`src/rhc_pkg.sv`:
```
// ----------------------------------------------------------------------------
// RGB/HSV converter package
// Shared types and constants of the pixel converter and its divider stages.
// ----------------------------------------------------------------------------
package rhc_pkg;

	localparam int HueBits   = 16;
	localparam int ChanW     = 8;
	localparam int DivStages = 4;

	localparam int TurnW = HueBits + 3;
	localparam int FracW = HueBits + 1;

	localparam int HueDivW          = 11;
	localparam int HueStepsPerStage = (HueBits + DivStages - 1) / DivStages;
	localparam int HueSteps         = HueStepsPerStage * DivStages;
	localparam int SatStepsPerStage = ChanW / DivStages;

	localparam logic [FracW-1:0] HueOne = FracW'(1) << HueBits;

	typedef enum logic {
		MODE_TO_HSV = 1'b0,
		MODE_TO_RGB = 1'b1
	} mode_t;

	typedef struct packed {
		mode_t       mode;
		logic [7:0]  red;
		logic [7:0]  green;
		logic [7:0]  blue;
		logic [15:0] hue;
		logic [7:0]  sat;
		logic [7:0]  val;
		logic [7:0]  alpha;
	} pix_in_t;

	typedef struct packed {
		logic [7:0]  out_red;
		logic [7:0]  out_green;
		logic [7:0]  out_blue;
		logic [15:0] out_hue;
		logic [7:0]  out_sat;
		logic [7:0]  out_val;
		logic [7:0]  out_alpha;
	} pix_out_t;

	typedef struct packed {
		logic [HueDivW-1:0]  hue_rem;
		logic [HueDivW-1:0]  hue_div;
		logic [HueSteps-1:0] hue_quo;
		logic [ChanW-1:0]    sat_rem;
		logic [ChanW-1:0]    sat_low;
		logic [ChanW-1:0]    sat_div;
		logic [ChanW-1:0]    sat_quo;
	} div_state_t;

endpackage

```
`src/rhc_div_step.sv`:
```
// ----------------------------------------------------------------------------
// Divider step
// One pipeline stage worth of restoring division for hue and saturation.
// ----------------------------------------------------------------------------
module rhc_div_step (
	input  rhc_pkg::div_state_t cur,
	output rhc_pkg::div_state_t nxt
);
	import rhc_pkg::*;

	div_state_t         st;
	logic [HueDivW:0]   h_trial;
	logic [ChanW:0]     s_trial;

	always_comb begin
		st      = cur;
		h_trial = '0;
		s_trial = '0;
		for (int i = 0; i < HueStepsPerStage; i++) begin
			h_trial = {st.hue_rem, 1'b0};
			if (h_trial >= {1'b0, st.hue_div}) begin
				st.hue_rem = HueDivW'(h_trial - {1'b0, st.hue_div});
				st.hue_quo = {st.hue_quo[HueSteps-2:0], 1'b1};
			end else begin
				st.hue_rem = HueDivW'(h_trial);
				st.hue_quo = {st.hue_quo[HueSteps-2:0], 1'b0};
			end
		end
		for (int j = 0; j < SatStepsPerStage; j++) begin
			s_trial    = {st.sat_rem, st.sat_low[ChanW-1]};
			st.sat_low = {st.sat_low[ChanW-2:0], 1'b0};
			if (s_trial >= {1'b0, st.sat_div}) begin
				st.sat_rem = ChanW'(s_trial - {1'b0, st.sat_div});
				st.sat_quo = {st.sat_quo[ChanW-2:0], 1'b1};
			end else begin
				st.sat_rem = ChanW'(s_trial);
				st.sat_quo = {st.sat_quo[ChanW-2:0], 1'b0};
			end
		end
		nxt = st;
	end

endmodule

```
`src/rgb_hsv_color_converter.sv`:
```
// ----------------------------------------------------------------------------
// RGB/HSV colour converter
// Converts one pixel per beat between 8-bit RGB and HSV, alpha passed through.
// ----------------------------------------------------------------------------
// Six register stages; one pixel is taken every cycle that the output side is not
// stalled. Hue and saturation are formed by a four-stage restoring divider;
// the whole pipeline holds when the output beat waits.
module rgb_hsv_color_converter (
	input  logic              clk,
	input  logic              arst_n,
	input  logic              pix_valid,
	output logic              pix_ready,
	input  rhc_pkg::pix_in_t  pix,
	output logic              res_valid,
	input  logic              res_ready,
	output rhc_pkg::pix_out_t res
);
	import rhc_pkg::*;

	typedef enum logic [1:0] {
		DOM_RED   = 2'd0,
		DOM_GREEN = 2'd1,
		DOM_BLUE  = 2'd2
	} dom_t;

	typedef enum logic [2:0] {
		SEC_0 = 3'd0,
		SEC_1 = 3'd1,
		SEC_2 = 3'd2,
		SEC_3 = 3'd3,
		SEC_4 = 3'd4,
		SEC_5 = 3'd5
	} sector_t;

	typedef struct packed {
		mode_t            mode;
		logic [7:0]       alpha;
		logic [7:0]       red;
		logic [7:0]       green;
		logic [7:0]       blue;
		dom_t             dom;
		logic [7:0]       mx;
		logic [7:0]       mn;
		logic [7:0]       val;
		logic [15:0]      prod;
		logic [TurnW-1:0] turn;
	} s1_t;

	typedef struct packed {
		mode_t            mode;
		logic [7:0]       alpha;
		logic [7:0]       mx;
		logic             grey;
		div_state_t       div;
		logic [7:0]       c;
		logic [7:0]       m;
		sector_t          sector;
		logic [FracW-1:0] frac;
	} s2_t;

	typedef struct packed {
		mode_t      mode;
		logic [7:0] alpha;
		logic [7:0] mx;
		logic       grey;
		div_state_t div;
		logic [7:0] c;
		logic [7:0] m;
		sector_t    sector;
		logic [7:0] x;
	} s3_t;

	typedef struct packed {
		mode_t      mode;
		logic [7:0] alpha;
		logic [7:0] mx;
		logic       grey;
		div_state_t div;
		logic [7:0] red;
		logic [7:0] green;
		logic [7:0] blue;
	} tail_t;

	logic     adv;
	logic     valid_s1, valid_s2, valid_s3, valid_s4, valid_s5, valid_s6;
	s1_t      data_s1, s1_d;
	s2_t      data_s2, s2_d;
	s3_t      data_s3, s3_d;
	tail_t    data_s4, s4_d;
	tail_t    data_s5, s5_d;
	pix_out_t res_s6, s6_d;

	div_state_t div3, div4, div5, div6;

	assign adv       = !valid_s6 || res_ready;
	assign pix_ready = adv;
	assign res_valid = valid_s6;
	assign res       = res_s6;

	// Stage 1: extremes, dominant channel and the HSV to RGB products.
	logic r_ge_g, r_ge_b, g_ge_b;

	always_comb begin
		r_ge_g       = pix.red >= pix.green;
		r_ge_b       = pix.red >= pix.blue;
		g_ge_b       = pix.green >= pix.blue;
		s1_d.mode    = pix.mode;
		s1_d.alpha   = pix.alpha;
		s1_d.red     = pix.red;
		s1_d.green   = pix.green;
		s1_d.blue    = pix.blue;
		s1_d.val     = pix.val;
		s1_d.prod    = 16'(pix.val) * 16'(pix.sat);
		s1_d.turn    = TurnW'(pix.hue[HueBits-1:0]) * TurnW'(6);
		if (r_ge_g && r_ge_b) begin
			s1_d.dom = DOM_RED;
			s1_d.mx  = pix.red;
		end else if (g_ge_b) begin
			s1_d.dom = DOM_GREEN;
			s1_d.mx  = pix.green;
		end else begin
			s1_d.dom = DOM_BLUE;
			s1_d.mx  = pix.blue;
		end
		if (!r_ge_g && !r_ge_b) begin
			s1_d.mn = pix.red;
		end else if (!g_ge_b) begin
			s1_d.mn = pix.green;
		end else begin
			s1_d.mn = pix.blue;
		end
	end

	// Stage 2: hue numerator and divisors, chroma by a reciprocal of 255.
	logic [7:0]         dlt;
	logic [HueDivW:0]   d2, d4, d6, num, rr, gg, bb;
	logic [15:0]        sat_num;
	logic [16:0]        c_sum;
	logic [HueBits-1:0] frac_raw;

	always_comb begin
		dlt     = data_s1.mx - data_s1.mn;
		d2      = (HueDivW+1)'(dlt) << 1;
		d4      = (HueDivW+1)'(dlt) << 2;
		d6      = d2 + d4;
		rr      = (HueDivW+1)'(data_s1.red);
		gg      = (HueDivW+1)'(data_s1.green);
		bb      = (HueDivW+1)'(data_s1.blue);
		case (data_s1.dom)
			DOM_RED:   num = (gg >= bb) ? (gg - bb) : (d6 - (bb - gg));
			DOM_GREEN: num = d2 + bb - rr;
			DOM_BLUE:  num = d4 + rr - gg;
			default:   num = '0;
		endcase
		sat_num = {dlt, 8'd0} - 16'(dlt);

		s2_d.mode            = data_s1.mode;
		s2_d.alpha           = data_s1.alpha;
		s2_d.mx              = data_s1.mx;
		s2_d.grey            = (dlt == 8'd0);
		s2_d.div.hue_rem     = num[HueDivW-1:0];
		s2_d.div.hue_div     = d6[HueDivW-1:0];
		s2_d.div.hue_quo     = '0;
		s2_d.div.sat_rem     = sat_num[15:8];
		s2_d.div.sat_low     = sat_num[7:0];
		s2_d.div.sat_div     = data_s1.mx;
		s2_d.div.sat_quo     = '0;

		c_sum       = {1'b0, data_s1.prod} + 17'd1 + 17'(data_s1.prod[15:8]);
		s2_d.c      = c_sum[15:8];
		s2_d.m      = data_s1.val - c_sum[15:8];
		s2_d.sector = sector_t'(data_s1.turn[TurnW-1:HueBits]);
		frac_raw    = data_s1.turn[HueBits-1:0];
		s2_d.frac   = data_s1.turn[HueBits] ? (HueOne - FracW'(frac_raw))
		                                    : FracW'(frac_raw);
	end

	// Stage 3: first divider step and the secondary channel product.
	logic [FracW+7:0] x_prod;

	rhc_div_step u_div3 (.cur(data_s2.div), .nxt(div3));

	always_comb begin
		x_prod      = (FracW+8)'(data_s2.c) * (FracW+8)'(data_s2.frac);
		s3_d.mode   = data_s2.mode;
		s3_d.alpha  = data_s2.alpha;
		s3_d.mx     = data_s2.mx;
		s3_d.grey   = data_s2.grey;
		s3_d.div    = div3;
		s3_d.c      = data_s2.c;
		s3_d.m      = data_s2.m;
		s3_d.sector = data_s2.sector;
		s3_d.x      = x_prod[HueBits +: 8];
	end

	// Stage 4: second divider step and the sector selection.
	rhc_div_step u_div4 (.cur(data_s3.div), .nxt(div4));

	always_comb begin
		s4_d.mode  = data_s3.mode;
		s4_d.alpha = data_s3.alpha;
		s4_d.mx    = data_s3.mx;
		s4_d.grey  = data_s3.grey;
		s4_d.div   = div4;
		case (data_s3.sector)
			SEC_0: begin
				s4_d.red   = data_s3.c;
				s4_d.green = data_s3.x;
				s4_d.blue  = 8'd0;
			end
			SEC_1: begin
				s4_d.red   = data_s3.x;
				s4_d.green = data_s3.c;
				s4_d.blue  = 8'd0;
			end
			SEC_2: begin
				s4_d.red   = 8'd0;
				s4_d.green = data_s3.c;
				s4_d.blue  = data_s3.x;
			end
			SEC_3: begin
				s4_d.red   = 8'd0;
				s4_d.green = data_s3.x;
				s4_d.blue  = data_s3.c;
			end
			SEC_4: begin
				s4_d.red   = data_s3.x;
				s4_d.green = 8'd0;
				s4_d.blue  = data_s3.c;
			end
			default: begin
				s4_d.red   = data_s3.c;
				s4_d.green = 8'd0;
				s4_d.blue  = data_s3.x;
			end
		endcase
		s4_d.red   = s4_d.red + data_s3.m;
		s4_d.green = s4_d.green + data_s3.m;
		s4_d.blue  = s4_d.blue + data_s3.m;
	end

	// Stage 5: third divider step.
	rhc_div_step u_div5 (.cur(data_s4.div), .nxt(div5));

	always_comb begin
		s5_d     = data_s4;
		s5_d.div = div5;
	end

	// Stage 6: last divider step and assembly of the result beat.
	rhc_div_step u_div6 (.cur(data_s5.div), .nxt(div6));

	always_comb begin
		s6_d           = '0;
		s6_d.out_alpha = data_s5.alpha;
		if (data_s5.mode == MODE_TO_HSV) begin
			s6_d.out_val = data_s5.mx;
			if (!data_s5.grey) begin
				s6_d.out_hue = 16'(div6.hue_quo[HueSteps-1 -: HueBits]);
				s6_d.out_sat = div6.sat_quo;
			end
		end else begin
			s6_d.out_red   = data_s5.red;
			s6_d.out_green = data_s5.green;
			s6_d.out_blue  = data_s5.blue;
		end
	end

	always_ff @(posedge clk or negedge arst_n) begin
		if (!arst_n) begin
			valid_s1 <= 1'b0;
			valid_s2 <= 1'b0;
			valid_s3 <= 1'b0;
			valid_s4 <= 1'b0;
			valid_s5 <= 1'b0;
			valid_s6 <= 1'b0;
		end else if (adv) begin
			valid_s1 <= pix_valid;
			valid_s2 <= valid_s1;
			valid_s3 <= valid_s2;
			valid_s4 <= valid_s3;
			valid_s5 <= valid_s4;
			valid_s6 <= valid_s5;
		end
	end

	always_ff @(posedge clk) begin
		if (adv) begin
			data_s1 <= s1_d;
			data_s2 <= s2_d;
			data_s3 <= s3_d;
			data_s4 <= s4_d;
			data_s5 <= s5_d;
			res_s6  <= s6_d;
		end
	end

endmodule
```
`config.mk`:
```
export PLATFORM = sky130hd
export DESIGN_NAME = rgb_hsv_color_converter
export DESIGN_NICKNAME = d
export VERILOG_FILES = /design/src/rhc_pkg.sv /design/src/rhc_div_step.sv /design/src/rgb_hsv_color_converter.sv
export SDC_FILE = /design/constraint.sdc
export NUM_CORES = 2
export LEC_CHECK = 0
export ABC_AREA = 1
export BUFFER_PORTS_ARGS = -buffer_cell sky130_fd_sc_hd__buf_2
export CAP_MARGIN = 20
export CORE_ASPECT_RATIO = 1.75
export CORE_MARGIN = 5
export CORE_UTILIZATION = 50
export DETAILED_ROUTE_END_ITERATION = 16
export GPL_TIMING_DRIVEN = 0
export PLACE_DENSITY = 0.66
export REMOVE_ABC_BUFFERS = 1
export SYNTH_ARGS = -nofsm -noshare
export SYNTH_HDL_FRONTEND = slang
export SYNTH_SLANG_ARGS = --single-unit
```
`constraint.sdc`:
```
create_clock -name clk -period 28.8 [get_ports clk]
set_input_delay 2.88 -clock clk [delete_from_list [all_inputs] [get_ports clk]]
set_output_delay 2.88 -clock clk [all_outputs]
set_load 0.01 [all_outputs]
```
==> qor.txt <==
Worst Setup Path Type = reg -> reg
Hold Buf Count CTS = 0
depth of the worst hold-timing path = 0
core box area = 79710 um^2
Top Ports = 135
Top FF cell, synth = edfxtp_1
area fraction of the dominant cell type after synthesis = 37.39%
wire length per cell = 15.63 um
grt total ovfl = 0
post-synth cell types = 64
#FFs+latches synth = 506
initial antenna violation count = 0
crit path max fanout = 14
CP peak stage delay = 0.43 ns
DR pass1 iterations = 5
Reg2Reg Depth = 39
port bufs = 134
Routed Antenna Nets = 0
status = completed
CP dominant cell by count = nand2_1
pin count of the biggest net entering global routing = 74
detailed placement HPWL = 71820 um
number of global-route vias before repair = 30590
# DRC = 0
initial core utilization = 50.37%
Iteration-0 DRC Markers = 1268
Worst-Margin Slew = 1.152 ns
total CTS buffers = 51
Rows = 137
critical path's slowest cell = edfxtp_1
CP Capture Type = register
Syn Inst Count = 4510
Worst Path Arrival = 8.20 ns
setup_tns = 0 ns
max_cap viols = 0
total track usage = 20.48%
RSZ-0062 raised after global routing = false
Synth area leaders = edfxtp_1, ha_1, nand2_1
Seq/Total Area, Yosys = 37.77%
H-tree depth = 2
final max-slew violation count = 0
CTS tree = built
Clock Tree Buf Depth = 3
clock latency at the later pin of the worst-skew pair = 0.62 ns
final setup vio count = 0
Period Utilization, post-route = 27.21%
yosys warns = 0
max_slew headroom = 22.91%
clk root buf = clkbuf_16
clock sinks = 506
Worst-path clk slew = 0.07 ns
Ant. Diodes = 0
Die Footprint = 86290 um^2
first-pass GRT wire length = 144900 um
GPL Wtd Cong = 0.9450
top post-synthesis cells by count = nand2_1, inv_1, edfxtp_1
post-CTS sizing = 0
async set-reset flop share out of synthesis = 1.186%
post-CTS setup buffer count = 0
post-layout util = 54.76%
element type at the critical path start = register
routed via count = 29870
count leader, synth = nand2_1
final hold viol count = 0
minimum clock period = 7.837 ns
worst hold-check path type = reg -> reg
chip width = 224.2 um
Routed WL = 89170 um
Die Height = 384.9 um
Avg Cell Area, Syn = 8.903 um^2
Mapped Area = 40150 um^2
Worst Skew = 0.03231 ns
Layout area overhead = 8.697%
cell taking the most area after synthesis = edfxtp_1
Final #Nets = 5280
number of synthesized flops with an enable pin = 500
layout cells sized above 1 = 7.057%
Fmax achieved = 0.1276 GHz
WP data required = 29.16 ns
drt via density = 5.237
[logic make-up (layout without fill, tap and decap cells)]
kind of cell               after synthesis  after routing  synth area share (%)
buffers and inverters                  863           1015                 8.495
adders and majority gates              591            591                 21.31
xor gates and xnor gates               276            276                 6.020
and+or+nand+nor                       1674           1674                 18.05
DFF                                    506            506                 37.77
muxes                                    6              6                0.1683
AOI/OAI and AO/OA                      594            594                 8.189
[path summary, 6_finish.rpt]
kind                               from     endpoint  slack, ns
setup / recovery            data_s3[84]  data_s4[89]      20.96
hold / removal             data_s2[106]  data_s3[97]       0.39
setup reg to reg            data_s3[84]  data_s4[89]      20.96
hold reg to reg            data_s2[106]  data_s3[97]       0.39
max in group asynchronous        arst_n     valid_s5      26.58
min in group asynchronous        arst_n     valid_s1       2.09
[metal layers]
layer / GRT usage (%) / part of all wire [%] / vias to the layer above
met2: 40.26 / 54 / 599
met4: 11.84 / 6.8 / 0
met5: 0 / 0 / -
met3: 2.849 / 3.6 / 305
met1: 20.08 / 35 / 13890
li1: - / - / 15080
[registers in the layout, summed over array words and instances, names as in the netlist]
signal	flops
data_s5	88
valid_s5	1
bb	8
valid_s4	1
data_s3	83
res	64
data_s4	84
res_valid	1
data_s1	85
data_s2	88
valid_s1	1
valid_s2	1
valid_s3	1
[per-stage QoR]
| stage | worst slack (ns) | cells | cell area, um^2 | hold slack, ns |
|---|---|---|---|---|
| after floorplan | 12.32 | 4424 | 39680 | 0.4003 |
| after global placement | 6.804 | 5600 | 41650 | 0.4003 |
| after detailed placement | 21.03 | 5608 | 41880 | 0.4045 |
| after CTS | 21.00 | 5703 | 43640 | 0.4041 |
| after global routing | 20.27 | 5704 | 43640 | 0.4117 |
| final | 20.96 | 5704 | 43640 | 0.3913 |
[cells in the final DEF (no fill, tap or decap), types with 8 or more instances in the layout]
master | synthesis | routed
fa_1 | 155 | 155
nand4_1 | 65 | 65
clkbuf_16 | 0 | 52
nand2_1 | 1039 | 1038
buf_2 | 5 | 134
nand3_1 | 201 | 201
nand2_4 | 12 | 13
clkinvlp_4 | 0 | 8
a21oi_1 | 292 | 292
nor2_1 | 234 | 234
buf_16 | 0 | 8
o211ai_1 | 11 | 11
o221ai_1 | 10 | 10
nor3_1 | 29 | 29
a21o_1 | 21 | 21
o21ai_1 | 11 | 11
ha_1 | 436 | 436
o21ai_0 | 160 | 160
o21bai_1 | 17 | 17
a31oi_1 | 13 | 13
xnor2_1 | 80 | 80
nand3b_1 | 14 | 14
nand3_2 | 10 | 10
edfxtp_1 | 500 | 500
inv_1 | 759 | 759
o22ai_1 | 25 | 25
nand2_2 | 21 | 21
inv_2 | 10 | 10
xor2_1 | 196 | 196
or2_2 | 15 | 15
[layout make-up]
class | count | area [um^2]
Clock buffer | 59 | 1328
Clock inverter | 36 | 430.4
Fill cell | 7376 | 36060
Inverter | 777 | 2935
Multi-Input combinational cell | 3141 | 21580
Sequential cell | 506 | 15160
Tap cell | 1042 | 1304
Timing Repair Buffer | 143 | 898.4
[critical path: cells and delay by family (launching register included)]
family                   cells  cell delay (ns)
AND/OR/NAND/NOR             23             3.28
AO/OA/AOI/OAI                9             1.90
adder cells (fa/ha/maj)      4             1.39
buffers and inverters        3             0.54
flip-flops                   1             0.43
Power is not shown: default switching activity piles up to over one toggle a cycle in this logic, so the estimate is an artifact.
